--- src/rtl/rhe_pkg.sv ---
// Shared types and constants for the RGB histogram equaliser.
// No dependencies; used by every module in rtl/.
package rhe_pkg;

    localparam int unsigned CfgBits  = 24;
    localparam int unsigned PixBits  = 8;
    localparam int unsigned ModeBits = 3;
    localparam int unsigned Lanes    = 3;
    localparam int unsigned DivSteps = 9;

    typedef enum logic [ModeBits-1:0] {
        MODE_CLEAR = 3'd0,
        MODE_COUNT = 3'd1,
        MODE_BUILD = 3'd2,
        MODE_MAP   = 3'd3,
        MODE_PASS  = 3'd4
    } t_mode;

    // Lane controls issued by the sequencer, one group per cycle.
    typedef struct packed {
        logic clr;
        logic cnt;
        logic acc;
        logic rd;
    } t_lane_ctl;

endpackage

--- src/rtl/rhe_divider.sv ---
// Restoring divider: floor(cum*256/div) saturated at 255, one quotient bit a cycle.
// Depends on rhe_pkg.
module rhe_divider #(
    parameter int unsigned COUNT_BITS = 24
) (
    input  logic                         i_clk,
    input  logic                         i_rst_n,
    input  logic                         i_go,
    input  logic [COUNT_BITS-1:0]        i_num,
    input  logic [rhe_pkg::CfgBits-1:0]  i_div,
    output logic                         o_done,
    output logic [rhe_pkg::PixBits-1:0]  o_quo
);
    localparam int unsigned RW = rhe_pkg::CfgBits + 2;
    localparam int unsigned NW = COUNT_BITS + rhe_pkg::PixBits;
    localparam int unsigned CW = $clog2(NW);

    logic [NW-1:0] r_num, n_num;
    logic [RW-1:0] r_rem, n_rem;
    logic [rhe_pkg::DivSteps-1:0] r_quo, n_quo;
    logic [CW-1:0] r_cnt, n_cnt;
    logic          r_busy, n_busy, r_done, n_done;
    logic [rhe_pkg::CfgBits-1:0] r_div;
    logic [RW-1:0] w_sh;

    // Only the low nine bits of the NW-bit quotient are kept; a one in any bit above
    // the ninth forces saturation, caught by checking the step count when a bit is set.
    assign w_sh = {r_rem[RW-2:0], r_num[NW-1]};

    always_comb begin
        n_num  = r_num;
        n_rem  = r_rem;
        n_quo  = r_quo;
        n_cnt  = r_cnt;
        n_busy = r_busy;
        n_done = 1'b0;
        if (i_go) begin
            n_num  = {i_num, {rhe_pkg::PixBits{1'b0}}};
            n_rem  = '0;
            n_quo  = '0;
            n_cnt  = '0;
            n_busy = 1'b1;
        end else if (r_busy) begin
            n_num = {r_num[NW-2:0], 1'b0};
            if (w_sh >= {2'b00, r_div}) begin
                n_rem = w_sh - {2'b00, r_div};
                n_quo = {r_quo[rhe_pkg::DivSteps-2:0], 1'b1};
                // quotient bit above bit 8 means saturation
                if (r_cnt < CW'(NW - rhe_pkg::DivSteps))
                    n_quo = '1;
            end else begin
                n_rem = w_sh;
                n_quo = {r_quo[rhe_pkg::DivSteps-2:0], 1'b0};
                if (r_quo == '1 && r_cnt != '0) n_quo = '1;
            end
            n_cnt = r_cnt + 1'b1;
            if (r_cnt == CW'(NW - 1)) begin
                n_busy = 1'b0;
                n_done = 1'b1;
            end
        end
    end

    always_ff @(posedge i_clk) begin
        if (!i_rst_n) begin
            r_busy <= 1'b0;
            r_done <= 1'b0;
        end else begin
            r_busy <= n_busy;
            r_done <= n_done;
        end
        if (i_go) r_div <= (i_div == '0) ? rhe_pkg::CfgBits'(1) : i_div;
        r_num <= n_num;
        r_rem <= n_rem;
        r_quo <= n_quo;
        r_cnt <= n_cnt;
    end

    assign o_done = r_done;
    assign o_quo  = (r_quo[rhe_pkg::DivSteps-1]) ? '1 : r_quo[rhe_pkg::PixBits-1:0];
endmodule

--- config.mk ---
export PLATFORM = sky130hd
export DESIGN_NAME = rhe_divider
export DESIGN_NICKNAME = d
export VERILOG_FILES = /design/src/rtl/rhe_pkg.sv /design/src/rtl/rhe_divider.sv
export SDC_FILE = /design/constraint.sdc
export NUM_CORES = 1
export LEC_CHECK = 0
export BUFFER_PORTS_ARGS = -buffer_cell sky130_fd_sc_hd__buf_2
export CELL_PAD_IN_SITES_DETAIL_PLACEMENT = 2
export CELL_PAD_IN_SITES_GLOBAL_PLACEMENT = 2
export CORE_UTILIZATION = 41
export CTS_BUF_LIST = sky130_fd_sc_hd__clkbuf_2 sky130_fd_sc_hd__clkbuf_4 sky130_fd_sc_hd__clkbuf_8
export DETAILED_ROUTE_END_ITERATION = 7
export GPL_TIMING_DRIVEN = 0
export PLACE_DENSITY = 0.95
export SLEW_MARGIN = 20
export SYNTH_ARGS = -nofsm -noshare
export SYNTH_HDL_FRONTEND = slang
export SYNTH_SLANG_ARGS = --single-unit
export TNS_END_PERCENT = 100
--- constraint.sdc ---
create_clock -name i_clk -period 7.9 [get_ports i_clk]
set_clock_uncertainty 0.15 [all_clocks]
set_input_delay 1.58 -clock i_clk [delete_from_list [all_inputs] [get_ports i_clk]]
set_output_delay 1.58 -clock i_clk [all_outputs]
set_load 0.02 [all_outputs]
==> out/qor.txt, run 1 <==
DR WL/cell = 27.6 µm
Core Rows = 41
drt pass-1 iters = 5
Final Slew Violations = 0
vias in the first global route = 5614
IO buf count = 59
period utilization = 49.9%
post-synthesis compound-gate area fraction = 19.2%
max_cap viols = 0
Yosys top cell area share = 27.4%
area leader, netlist = edfxtp_1
Num CTS Buffers = 9
1st-iter DRT viols = 380
Sw Ratio = 38.5%
pwr/cell area = 219 mW/mm²
Detailed Place HPWL = 14600 µm
count leader, synth = edfxtp_1
Internal = 0.802 mW
Die Wd = 115 µm
fin nets = 700
Unique masters post-synth = 73
Mapped Area = 0.00526 mm²
Post-CTS Setup Bufs = 0
Detail Route Antenna Nets = 0
cells after synthesis = 551
crit-path max cell delay = 0.56 ns
Final Hold Violating Endpoints = 0
CTS Sinks = 89
Area contributors post-synth = edfxtp_1 (27%), dfxtp_1 (16%), ha_1 (6.4%)
crit-path most repeated cell = inv_1
Post-route DRC = 0
Worst-Skew Late Latency = 0.40 ns
total track usage = 34.9%
register share of total power = 43.6%
hold crit path type = reg -> reg
NetSw = 0.502 mW
final core utilization = 47.4%
Seq/Total Area, Yosys = 43.0%
Primary FF master, synth = edfxtp_1
TNS Setup = 0 ns
post-synthesis adder-cell area fraction = 6.80%
Final Hold Slack = 0.370 ns
CTS tree = done
worst-path maximum fanout = 10
first-pass GRT wire length = 33500 µm
final setup vio count = 0
Area Overhead vs Synth = 13.1%
status = completed
RSZ-0062 raised after global routing = false
largest family of logic cells by synthesized area = compound AO/OA/AOI/OAI gates
post-synth net total = 630
CTS resizes = 0
Logic pwr share = 32.3%
htree depth = 3
Hold-fix buffers, CTS = 0
grt total ovfl = 0
core area = 0.0126 mm²
pre-CTS setup slack = 3.92 ns
via count = 4930
DIE AREA = 0.0133 mm²
CTS max path bufs = 2
CP required = 8.03 ns
Initial Util = 41.9%
total power = 1.30 mW
final non-filler cell total = 798
critical path class = reg -> reg
Clock Power Share = 24.1%
Simple-Gate Fraction of Synth Area = 14.9%
Seq cells post-synth = 89
filler instances = 1332
asr flop ratio synth = 0%
CP Cell Sequence = inv_1 -> ha_1 -> inv_1 -> fa_1 -> a211oi_1 -> o21ai_1 -> o211ai_1 -> a211oi_2 -> nor2_2 -> buf_2 -> nand2_1 -> a311oi_1
Crit path max-delay family = compound AO/OA/AOI/OAI gates
Die Ht = 115 µm
Via density = 6.18
EDFF count, synth = 48
Routed WL = 22100 µm
clock slew at reported path FFs = 0.11 ns
nature of the critical path startpoint = flop
worst setup margin = 3.96 ns
post-route design area = 0.00595 mm²
initial antenna violation count = 0
synth warn = 0
Ports = 60
min cycle time layout = 3.94 ns
antenna diode count = 0
Crit. End Element = flop
Post-Synth XOR/XNOR Area = 2.33%
CP bufs+invs = 3
placed cell area = 0.00577 mm²
mux contribution to synthesized area = 6.56%
largest net degree at the start of global routing = 26
Max Fclk = 253 MHz
top cells by count, synth = edfxtp_1 (48), inv_1 (45), dfxtp_1 (41)
Root Buffer = clkbuf_8
Lkg Pwr = 2.45 nW
CP arrival = 4.07 ns
Final Wtd Congestion = 0.850
syn_area_per_cell = 9.55 µm²
layout cells sized above 1 = 21.2%
placed insts = 782
slowest CP cell = a211oi_1
relative slew slack = 33.6%
Least-Margin Pin Slew = 0.995 ns
Max IR drop VDD = 0.000122 V
path summary, 6_finish.rpt:
check / depth (start not counted) / endpoint / slack (ns) / startpoint
setup / recovery: 12 / r_rem[6]$_SDFFE_PP0P_ / 3.96 / r_num[31]$_DFFE_PP_
hold reg to reg: 2 / r_rem[24]$_SDFFE_PP0P_ / 0.37 / r_rem[24]$_SDFFE_PP0P_
hold / removal: 2 / r_rem[24]$_SDFFE_PP0P_ / 0.37 / r_rem[24]$_SDFFE_PP0P_
setup reg to reg: 12 / r_rem[6]$_SDFFE_PP0P_ / 3.96 / r_num[31]$_DFFE_PP_
layer usage:
layer  wire length (µm)  vias up  share of wire [%]  GRT usage [%]
met5                  0        -                  0              0
met2              11300      244                 51           62.3
met4               1400        0                6.3           24.7
met1               8170     2434                 37           37.4
li1                   -     2150                  -              -
met3               1200      102                5.5           6.11
layout make-up:
class,count,area [µm²],area share [%]
Tap cell,172,215,3.62
Timing Repair Buffer,59,295,4.96
Clock inverter,7,55.1,0.925
Clock buffer,9,124,2.08
Sequential cell,89,2260,38.0
Buffer,49,209,3.51
Multi-Input combinational cell,367,2620,44.0
Inverter,46,173,2.90
worst register-to-register path, cell delays in order, from the launching register on:
cell      delay [ns]
edfxtp_1        0.43
inv_1           0.10
ha_1            0.17
inv_1           0.07
fa_1            0.44
a211oi_1        0.56
o21ai_1         0.22
o211ai_1        0.29
a211oi_2        0.21
nor2_2          0.32
buf_2           0.37
nand2_1         0.14
a311oi_1        0.35
cells by family (layout without fill, tap and decap cells):
kind of cell,after synthesis,in the layout
simple gates,154,154
compound gates,140,140
buf+inv,95,170
flops,89,89
mux,31,31
fa+ha+maj,28,28
xor+xnor,14,14
sequential cells by signal, summed over array words and instances (netlist names):
register	cells
r_cnt	5
r_quo	9
r_rem	25
o_done	1
r_div	24
r_num	24
r_busy	1
cells in the final DEF, fill, tap and decap left out, types with 10 or more instances in the layout:
cell type and n:
buf_2 67, edfxtp_1 48, inv_1 45, dfxtp_1 41
nor2_1 38, clkbuf_1 36, nand2_1 36, a21oi_1 28
ha_1 27, mux2_2 24, o21ai_0 14, nand3_1 13
a211oi_1 13, a21o_1 13, a311oi_1 11, or2_2 10
power groups by stage:
| stage | Sequential (mW) | Clock [mW] | Combinational [mW] |
|---|---|---|---|
| 2_1_floorplan | 0.559 | 0 | 0.264 |
| 3_3_place_gp | 0.567 | 0 | 0.352 |
| 3_5_place_dp | 0.573 | 0 | 0.393 |
| 4_1_cts | 0.567 | 0.314 | 0.415 |
| 5_1_grt | 0.571 | 0.326 | 0.445 |
| 6_report | 0.568 | 0.315 | 0.421 |
(Power assumes the default switching activity.)
==> run 2, diff against run 1 <==
CORE_UTILIZATION = 35   (was 41)
PLACE_DENSITY = 0.88   (was 0.95)
clock period = 3.5 ns   (was 7.9 ns; I/O delays follow)
==> run 2 against run 1 <==
Compared with the run above:
- design area rose by 0.80%
- non-clock buffer count did not move
- flip-flop and latch count did not move
- maximum frequency rose by 18%
==> out/qor.txt, run 2 (synthesis gave the netlist of run 1 again) <==
status = completed
CTS max path bufs = 2 (unchanged)
NetSw = 1.04 mW (+110%)
Clock Power Share = 24.2% (about the same)
Max IR drop VDD = 0.000194 V (+58%)
worst-path maximum fanout = 10 (unchanged)
Post-CTS Setup Bufs = 0 (unchanged)
via count = 4657 (-5.5%)
Via density = 5.75 (-6.9%)
IO buf count = 59 (unchanged)
register share of total power = 44.4% (+0.8 points)
clock slew at reported path FFs = 0.11 ns (about the same)
initial antenna violation count = 0 (unchanged)
Die Ht = 125 µm (+8.1%)
worst setup margin = 0.162 ns (-3.79 ns)
hold crit path type = reg -> reg
total track usage = 23.6% (-11 points)
Internal = 1.82 mW (+130%)
CTS tree = done
DIE AREA = 0.0155 mm² (+17%)
Lkg Pwr = 2.46 nW (+0.46%)
Core Rows = 44 (+7.3%)
TNS Setup = 0 ns (unchanged)
vias in the first global route = 5229 (-6.9%)
CP required = 3.60 ns (-4.43 ns)
RSZ-0062 raised after global routing = false
CP arrival = 3.44 ns (-0.63 ns)
Hold-fix buffers, CTS = 0 (unchanged)
biggest regs = r_rem x25, r_div x24, r_num x24
final setup vio count = 0 (unchanged)
DR WL/cell = 22.2 µm (-20%)
min cycle time layout = 3.34 ns (-0.607 ns)
register bank with the most flops = r_rem
fin nets = 700 (unchanged)
htree depth = 3 (unchanged)
Area Overhead vs Synth = 14.0%
max FFs per register = 25 (unchanged)
Die Wd = 125 µm (+8.1%)
largest net degree at the start of global routing = 26 (unchanged)
Final Slew Violations = 0 (unchanged)
pre-CTS setup slack = 0.0510 ns (-3.87 ns)
critical path class = reg -> reg
Sw Ratio = 36.2% (-2.3 points)
Logic pwr share = 31.4% (-0.9 points)
Num CTS Buffers = 9 (unchanged)
Detail Route Antenna Nets = 0 (unchanged)
Crit. End Element = flop
Routed WL = 18000 µm (-18%)
Least-Margin Pin Slew = 0.943 ns (-0.0517 ns)
core area = 0.0146 mm² (+16%)
CTS Sinks = 89 (unchanged)
antenna diode count = 0 (unchanged)
layout cells sized above 1 = 22.2% (+0.96 points)
pwr/cell area = 477 mW/mm² (+120%)
Ports = 60 (unchanged)
Initial Util = 36.1% (-5.8 points)
max_cap viols = 0 (unchanged)
drt pass-1 iters = 5 (unchanged)
Final Wtd Congestion = 0.845 (-0.62%)
period utilization = 95.4% (+45 points)
nature of the critical path startpoint = flop
first-pass GRT wire length = 28400 µm (-15%)
Worst-Skew Late Latency = 0.39 ns (about the same)
1st-iter DRT viols = 208 (-45%)
commonest non-fill, non-tap cell in the layout = buf_2
Max Fclk = 300 MHz (+18%)
Final Hold Violating Endpoints = 0 (unchanged)
Root Buffer = clkbuf_8
relative slew slack = 37.0% (+3.5 points)
Detailed Place HPWL = 13200 µm (-10%)
grt total ovfl = 0 (unchanged)
Final Hold Slack = 0.376 ns (+0.00573 ns)
commonest cells after routing, fill and taps aside = buf_2 (65), edfxtp_1 (48), inv_1 (45), dfxtp_1 (41), nor2_1 (38)
Post-route DRC = 0 (unchanged)
## run 2: cell count changes in the layout (fill, tap and decap cells not counted), moves of 2 or more
cell / before / now
clkbuf_4: 0 / 3
o21ai_1: 5 / 3
o21ai_2: 0 / 2
inv_6: 1 / 3
buf_2: 67 / 65
## run 2: final timing paths
path	to	start	slack [ns]	depth (start not counted)
max reg2reg	r_rem[6]$_SDFFE_PP0P_	r_div[13]$_SDFFCE_PN0P_	0.16	11
min reg2reg	r_rem[8]$_SDFFE_PP0P_	r_rem[7]$_SDFFE_PP0P_	0.38	2
max	r_rem[6]$_SDFFE_PP0P_	r_div[13]$_SDFFCE_PN0P_	0.16	11
min	r_rem[8]$_SDFFE_PP0P_	r_rem[7]$_SDFFE_PP0P_	0.38	2
## run 2: worst max-delay path: stages, from the launching register on
cell	delay (ns)
edfxtp_1	0.34
inv_1	0.07
ha_1	0.46
nand2_1	0.11
nor3_2	0.29
o211ai_1	0.26
a211oi_2	0.49
or2_4	0.24
buf_6	0.17
buf_4	0.23
nand2_1	0.07
a311oi_1	0.31
## run 2: layout make-up
class                           count  area (µm²)
Fill cell                        1590        8590
Multi-Input combinational cell    367        2650
Sequential cell                    89        2260
Timing Repair Buffer               59         295
Tap cell                          184         230
Buffer                             49         214
Inverter                           46         173
Clock buffer                       10         131
Clock inverter                      6        48.8
## run 2: metrics by stage
step | cells | power (mW) | util (%) | instance area (µm²)
floorplan | 551 | 1.86 | - | 5260
global placement | 794 | 2.08 | 39.7 | 5790
detailed placement | 794 | 2.15 | 39.7 | 5790
CTS | 810 | 2.86 | 40.9 | 5970
global route | 810 | 2.98 | 41.1 | 6000
finish | 810 | 2.86 | 41.1 | 6000
## run 2: metal layers
layer  part of all wire, %  wire, µm  up-vias  global-route usage, %
met5                     0         0        -                      0
met4                   2.9       531        0                   10.1
met3                   4.0       717       42                   4.04
met2                    53      9570      116                   43.7
met1                    40      7200     2342                   26.4
li1                      -         -     2157                      -
## run 2: what timing repair did
item,4_1_cts,5_1_grt
gates resized for setup,1,7
setup endpoints to repair,1,8
pin swaps,0,1
## run 2: power by group through the flow
| stage | Sequential (mW) | Combinational, mW | Clock [mW] |
|---|---|---|---|
| after floorplan | 1.26 | 0.596 | 0 |
| after CTS | 1.27 | 0.883 | 0.709 |
| after detailed placement | 1.29 | 0.856 | 0 |
| final | 1.27 | 0.898 | 0.692 |
| after global routing | 1.28 | 0.971 | 0.735 |
| after global placement | 1.28 | 0.801 | 0 |
==> run 3, diff against run 2 <==
CORE_MARGIN = 4   (was unset)
CORE_UTILIZATION = 34   (was 35)
CTS_BUF_LIST = unset   (was sky130_fd_sc_hd__clkbuf_2 sky130_fd_sc_hd__clkbuf_4 sky130_fd_sc_hd__clkbuf_8)
PLACE_DENSITY = 0.86   (was 0.88)
==> run 3 against run 2 <==
Compared with the run above:
- the flow now finishes with violations (setup timing)
- worst hold slack lost 0.0066 ns
- via count grew 0.84%
- wire length grew 4.0%
- sequential share of layout area shrank 0.75 points
- sequential power is essentially flat
- global-route usage shrank 2.2 points
- count of clock-buffer cells in the layout is the same
- combinational power grew 1%
- utilization shrank 0.86 points
- critical path type unchanged
==> out/qor.txt, run 3 (synthesis gave the netlist of run 1 again) <==
status = complete, but fails checks
failing checks = setup timing
register bank with the most flops = r_rem
register area = 0.00226 mm² (unchanged)
layout cells sized above 1 = 22.5% (+0.25 points)
grt total ovfl = 0 (unchanged)
final core utilization = 40.3% (-0.86 points)
max_cap viols = 0 (unchanged)
max FFs per register = 25 (unchanged)
worst setup margin = -0.116 ns (-0.277 ns)
Root Buffer = clkbuf_16
Reg-to-Reg End = r_rem[18]$_SDFFE_PP0P_
destination of the worst hold path = r_rem[5]$_SDFFE_PP0P_
commonest non-fill, non-tap cell in the layout = buf_2
Crit. End Element = flop
DR WL/cell = 23.0 µm (+3.2%)
nature of the critical path startpoint = flop
hold depth = 2 (unchanged)
IO buf count = 59 (unchanged)
Via density = 5.75 (about the same)
commonest cells after routing, fill and taps aside = buf_2 (65), edfxtp_1 (48), inv_1 (45), dfxtp_1 (41), nor2_1 (38)
Worst-Skew Late Latency = 0.36 ns (-0.03 ns)
Detail Route Antenna Nets = 0 (unchanged)
CP required = 3.56 ns (-0.04 ns)
relative slew slack = 38.2% (+1.2 points)
DIE AREA = 0.0175 mm² (+13%)
filler instances = 1684 (+5.9%)
area of the multi-input gates = 0.00266 mm² (+0.38%)
Max IR drop VDD = 0.000287 V (+48%)
Hold-fix buffers, CTS = 0 (unchanged)
Detail Route met2 WL = 9810 µm (+2.6%)
worst-path maximum fanout = 10 (unchanged)
reg-to-reg slack, setup = -0.12 ns (-0.28 ns)
initial antenna violation count = 0 (unchanged)
clock slew at reported path FFs = 0.07 ns (-0.04 ns)
Top Layer Used = met4
period utilization = 103% (+7.9 points)
CP arrival = 3.68 ns (+0.24 ns)
Core Rows = 45 (+2.3%)
Final Wtd Congestion = 0.837 (-0.89%)
Ports = 60 (unchanged)
Detailed Place HPWL = 13500 µm (+2.3%)
Initial Util = 34.6% (-1.5 points)
final setup vio count = 12 (+12)
Lkg Pwr = 2.52 nW (+2.3%)
CTS tree = done
CTS max path bufs = 2 (unchanged)
first-pass GRT wire length = 29500 µm (+4.0%)
core area = 0.0152 mm² (+4.2%)
Final Hold Violating Endpoints = 0 (unchanged)
Worst Setup SP = r_div[23]$_SDFFCE_PN0P_
largest net degree at the start of global routing = 26 (unchanged)
HP Start = r_rem[4]$_SDFFE_PP0P_
pwr/cell area = 509 mW/mm² (+6.8%)
TNS Setup = -0.467 ns (-0.467 ns)
Crit Reg-Reg Startpoint = r_div[23]$_SDFFCE_PN0P_
Area Overhead vs Synth = 16.3%
Num CTS Buffers = 9 (unchanged)
htree depth = 3 (unchanged)
CTS Sinks = 89 (unchanged)
drt pass-1 iters = 5 (unchanged)
total track usage = 21.4% (-2.2 points)
met3 WL = 670 µm (-6.6%)
Least-Margin Pin Slew = 0.926 ns (-0.0178 ns)
placed insts = 798 (+0.50%)
biggest regs = r_rem x25, r_div x24, r_num x24
Max Fclk = 277 MHz (-7.7%)
final non-filler cell total = 816 (+0.74%)
hold crit path type = reg -> reg
fin nets = 702 (+0.29%)
vias in the first global route = 5280 (+0.98%)
critical path class = reg -> reg
Routed WL = 18700 µm (+4.0%)
antenna diode count = 0 (unchanged)
Worst R2R Path Depth = 11 (unchanged)
Final Hold Slack = 0.369 ns (-0.00663 ns)
pre-CTS setup slack = -0.0393 ns (-0.0903 ns)
WL met1 = 7680 µm (+6.7%)
1st-iter DRT viols = 405 (+95%)
Die Ht = 132 µm (+6.3%)
min cycle time layout = 3.62 ns (+0.277 ns)
Die Wd = 132 µm (+6.3%)
Final Slew Violations = 0 (unchanged)
via count = 4696 (+0.84%)
Post-route DRC = 0 (unchanged)
run 3: cell count changes in the layout (fill, tap and decap cells not counted), sizes merged:
cell      previous run  this run
clkinv               1         4
buf                 70        72
inv                 48        46
clkinvlp             3         2
run 3: worst max-delay path by stage:
| stage | to | depth (start not counted) | slack (ns) |
|---|---|---|---|
| after floorplan | r_rem[24]$_SDFFE_PP0P_ | 11 | 0.67 |
| after global placement | r_quo[3]$_SDFFE_PP0P_ | 12 | 0.20 |
| after detailed placement | r_quo[2]$_SDFFE_PP0P_ | 12 | -0.04 |
| after CTS | r_rem[3]$_SDFFE_PP0P_ | 12 | 0.06 |
| after global routing | r_rem[20]$_SDFFE_PP0P_ | 12 | -0.15 |
| final | r_rem[18]$_SDFFE_PP0P_ | 11 | -0.12 |
run 3: metal layers:
metal,vias to the layer above,GRT usage [%]
met5,-,0
li1,2153,-
met1,2366,25.2
met4,0,9.35
met2,143,39.1
met3,34,2.59
run 3: worst max-delay path, stage by stage, from the launching register on:
cell	delay (ns)
edfxtp_1	0.40
inv_1	0.08
ha_1	0.23
clkbuf_1	0.21
a2111oi_0	0.66
o21ai_0	0.26
a311o_1	0.43
or2_1	0.34
buf_6	0.20
buf_4	0.21
o21ai_1	0.17
o21ai_1	0.13
run 3: cell type report:
cell class | count | share of cell area (%)
multi-input combinational | 367 | 43.4
sequential | 89 | 37.0
timing repair buffer | 61 | 5.07
tap | 188 | 3.84
clock buffer | 10 | 3.74
buffer | 49 | 3.50
inverter | 46 | 2.82
clock inverter | 6 | 0.695
run 3: what timing repair did:
item                                    CTS  global route
setup buffers                             0             2
resized for setup                         1             8
pin swaps                                 0             1
endpoints found under the setup margin    7            17
cloned                                    0             0
run 3: per-stage QoR:
step           area [µm²]  power (mW)
6_report             6120        3.12
5_1_grt              6120        3.24
4_1_cts              6070        3.10
3_5_place_dp         5790        2.15
3_3_place_gp         5790        2.08
2_1_floorplan        5260        1.86
run 3: report_power, final:
part	internal (mW)	total [mW]	switching (mW)
sequential	1.21	1.27	0.0648
combinational	0.344	0.911	0.567
clock	0.483	0.933	0.450
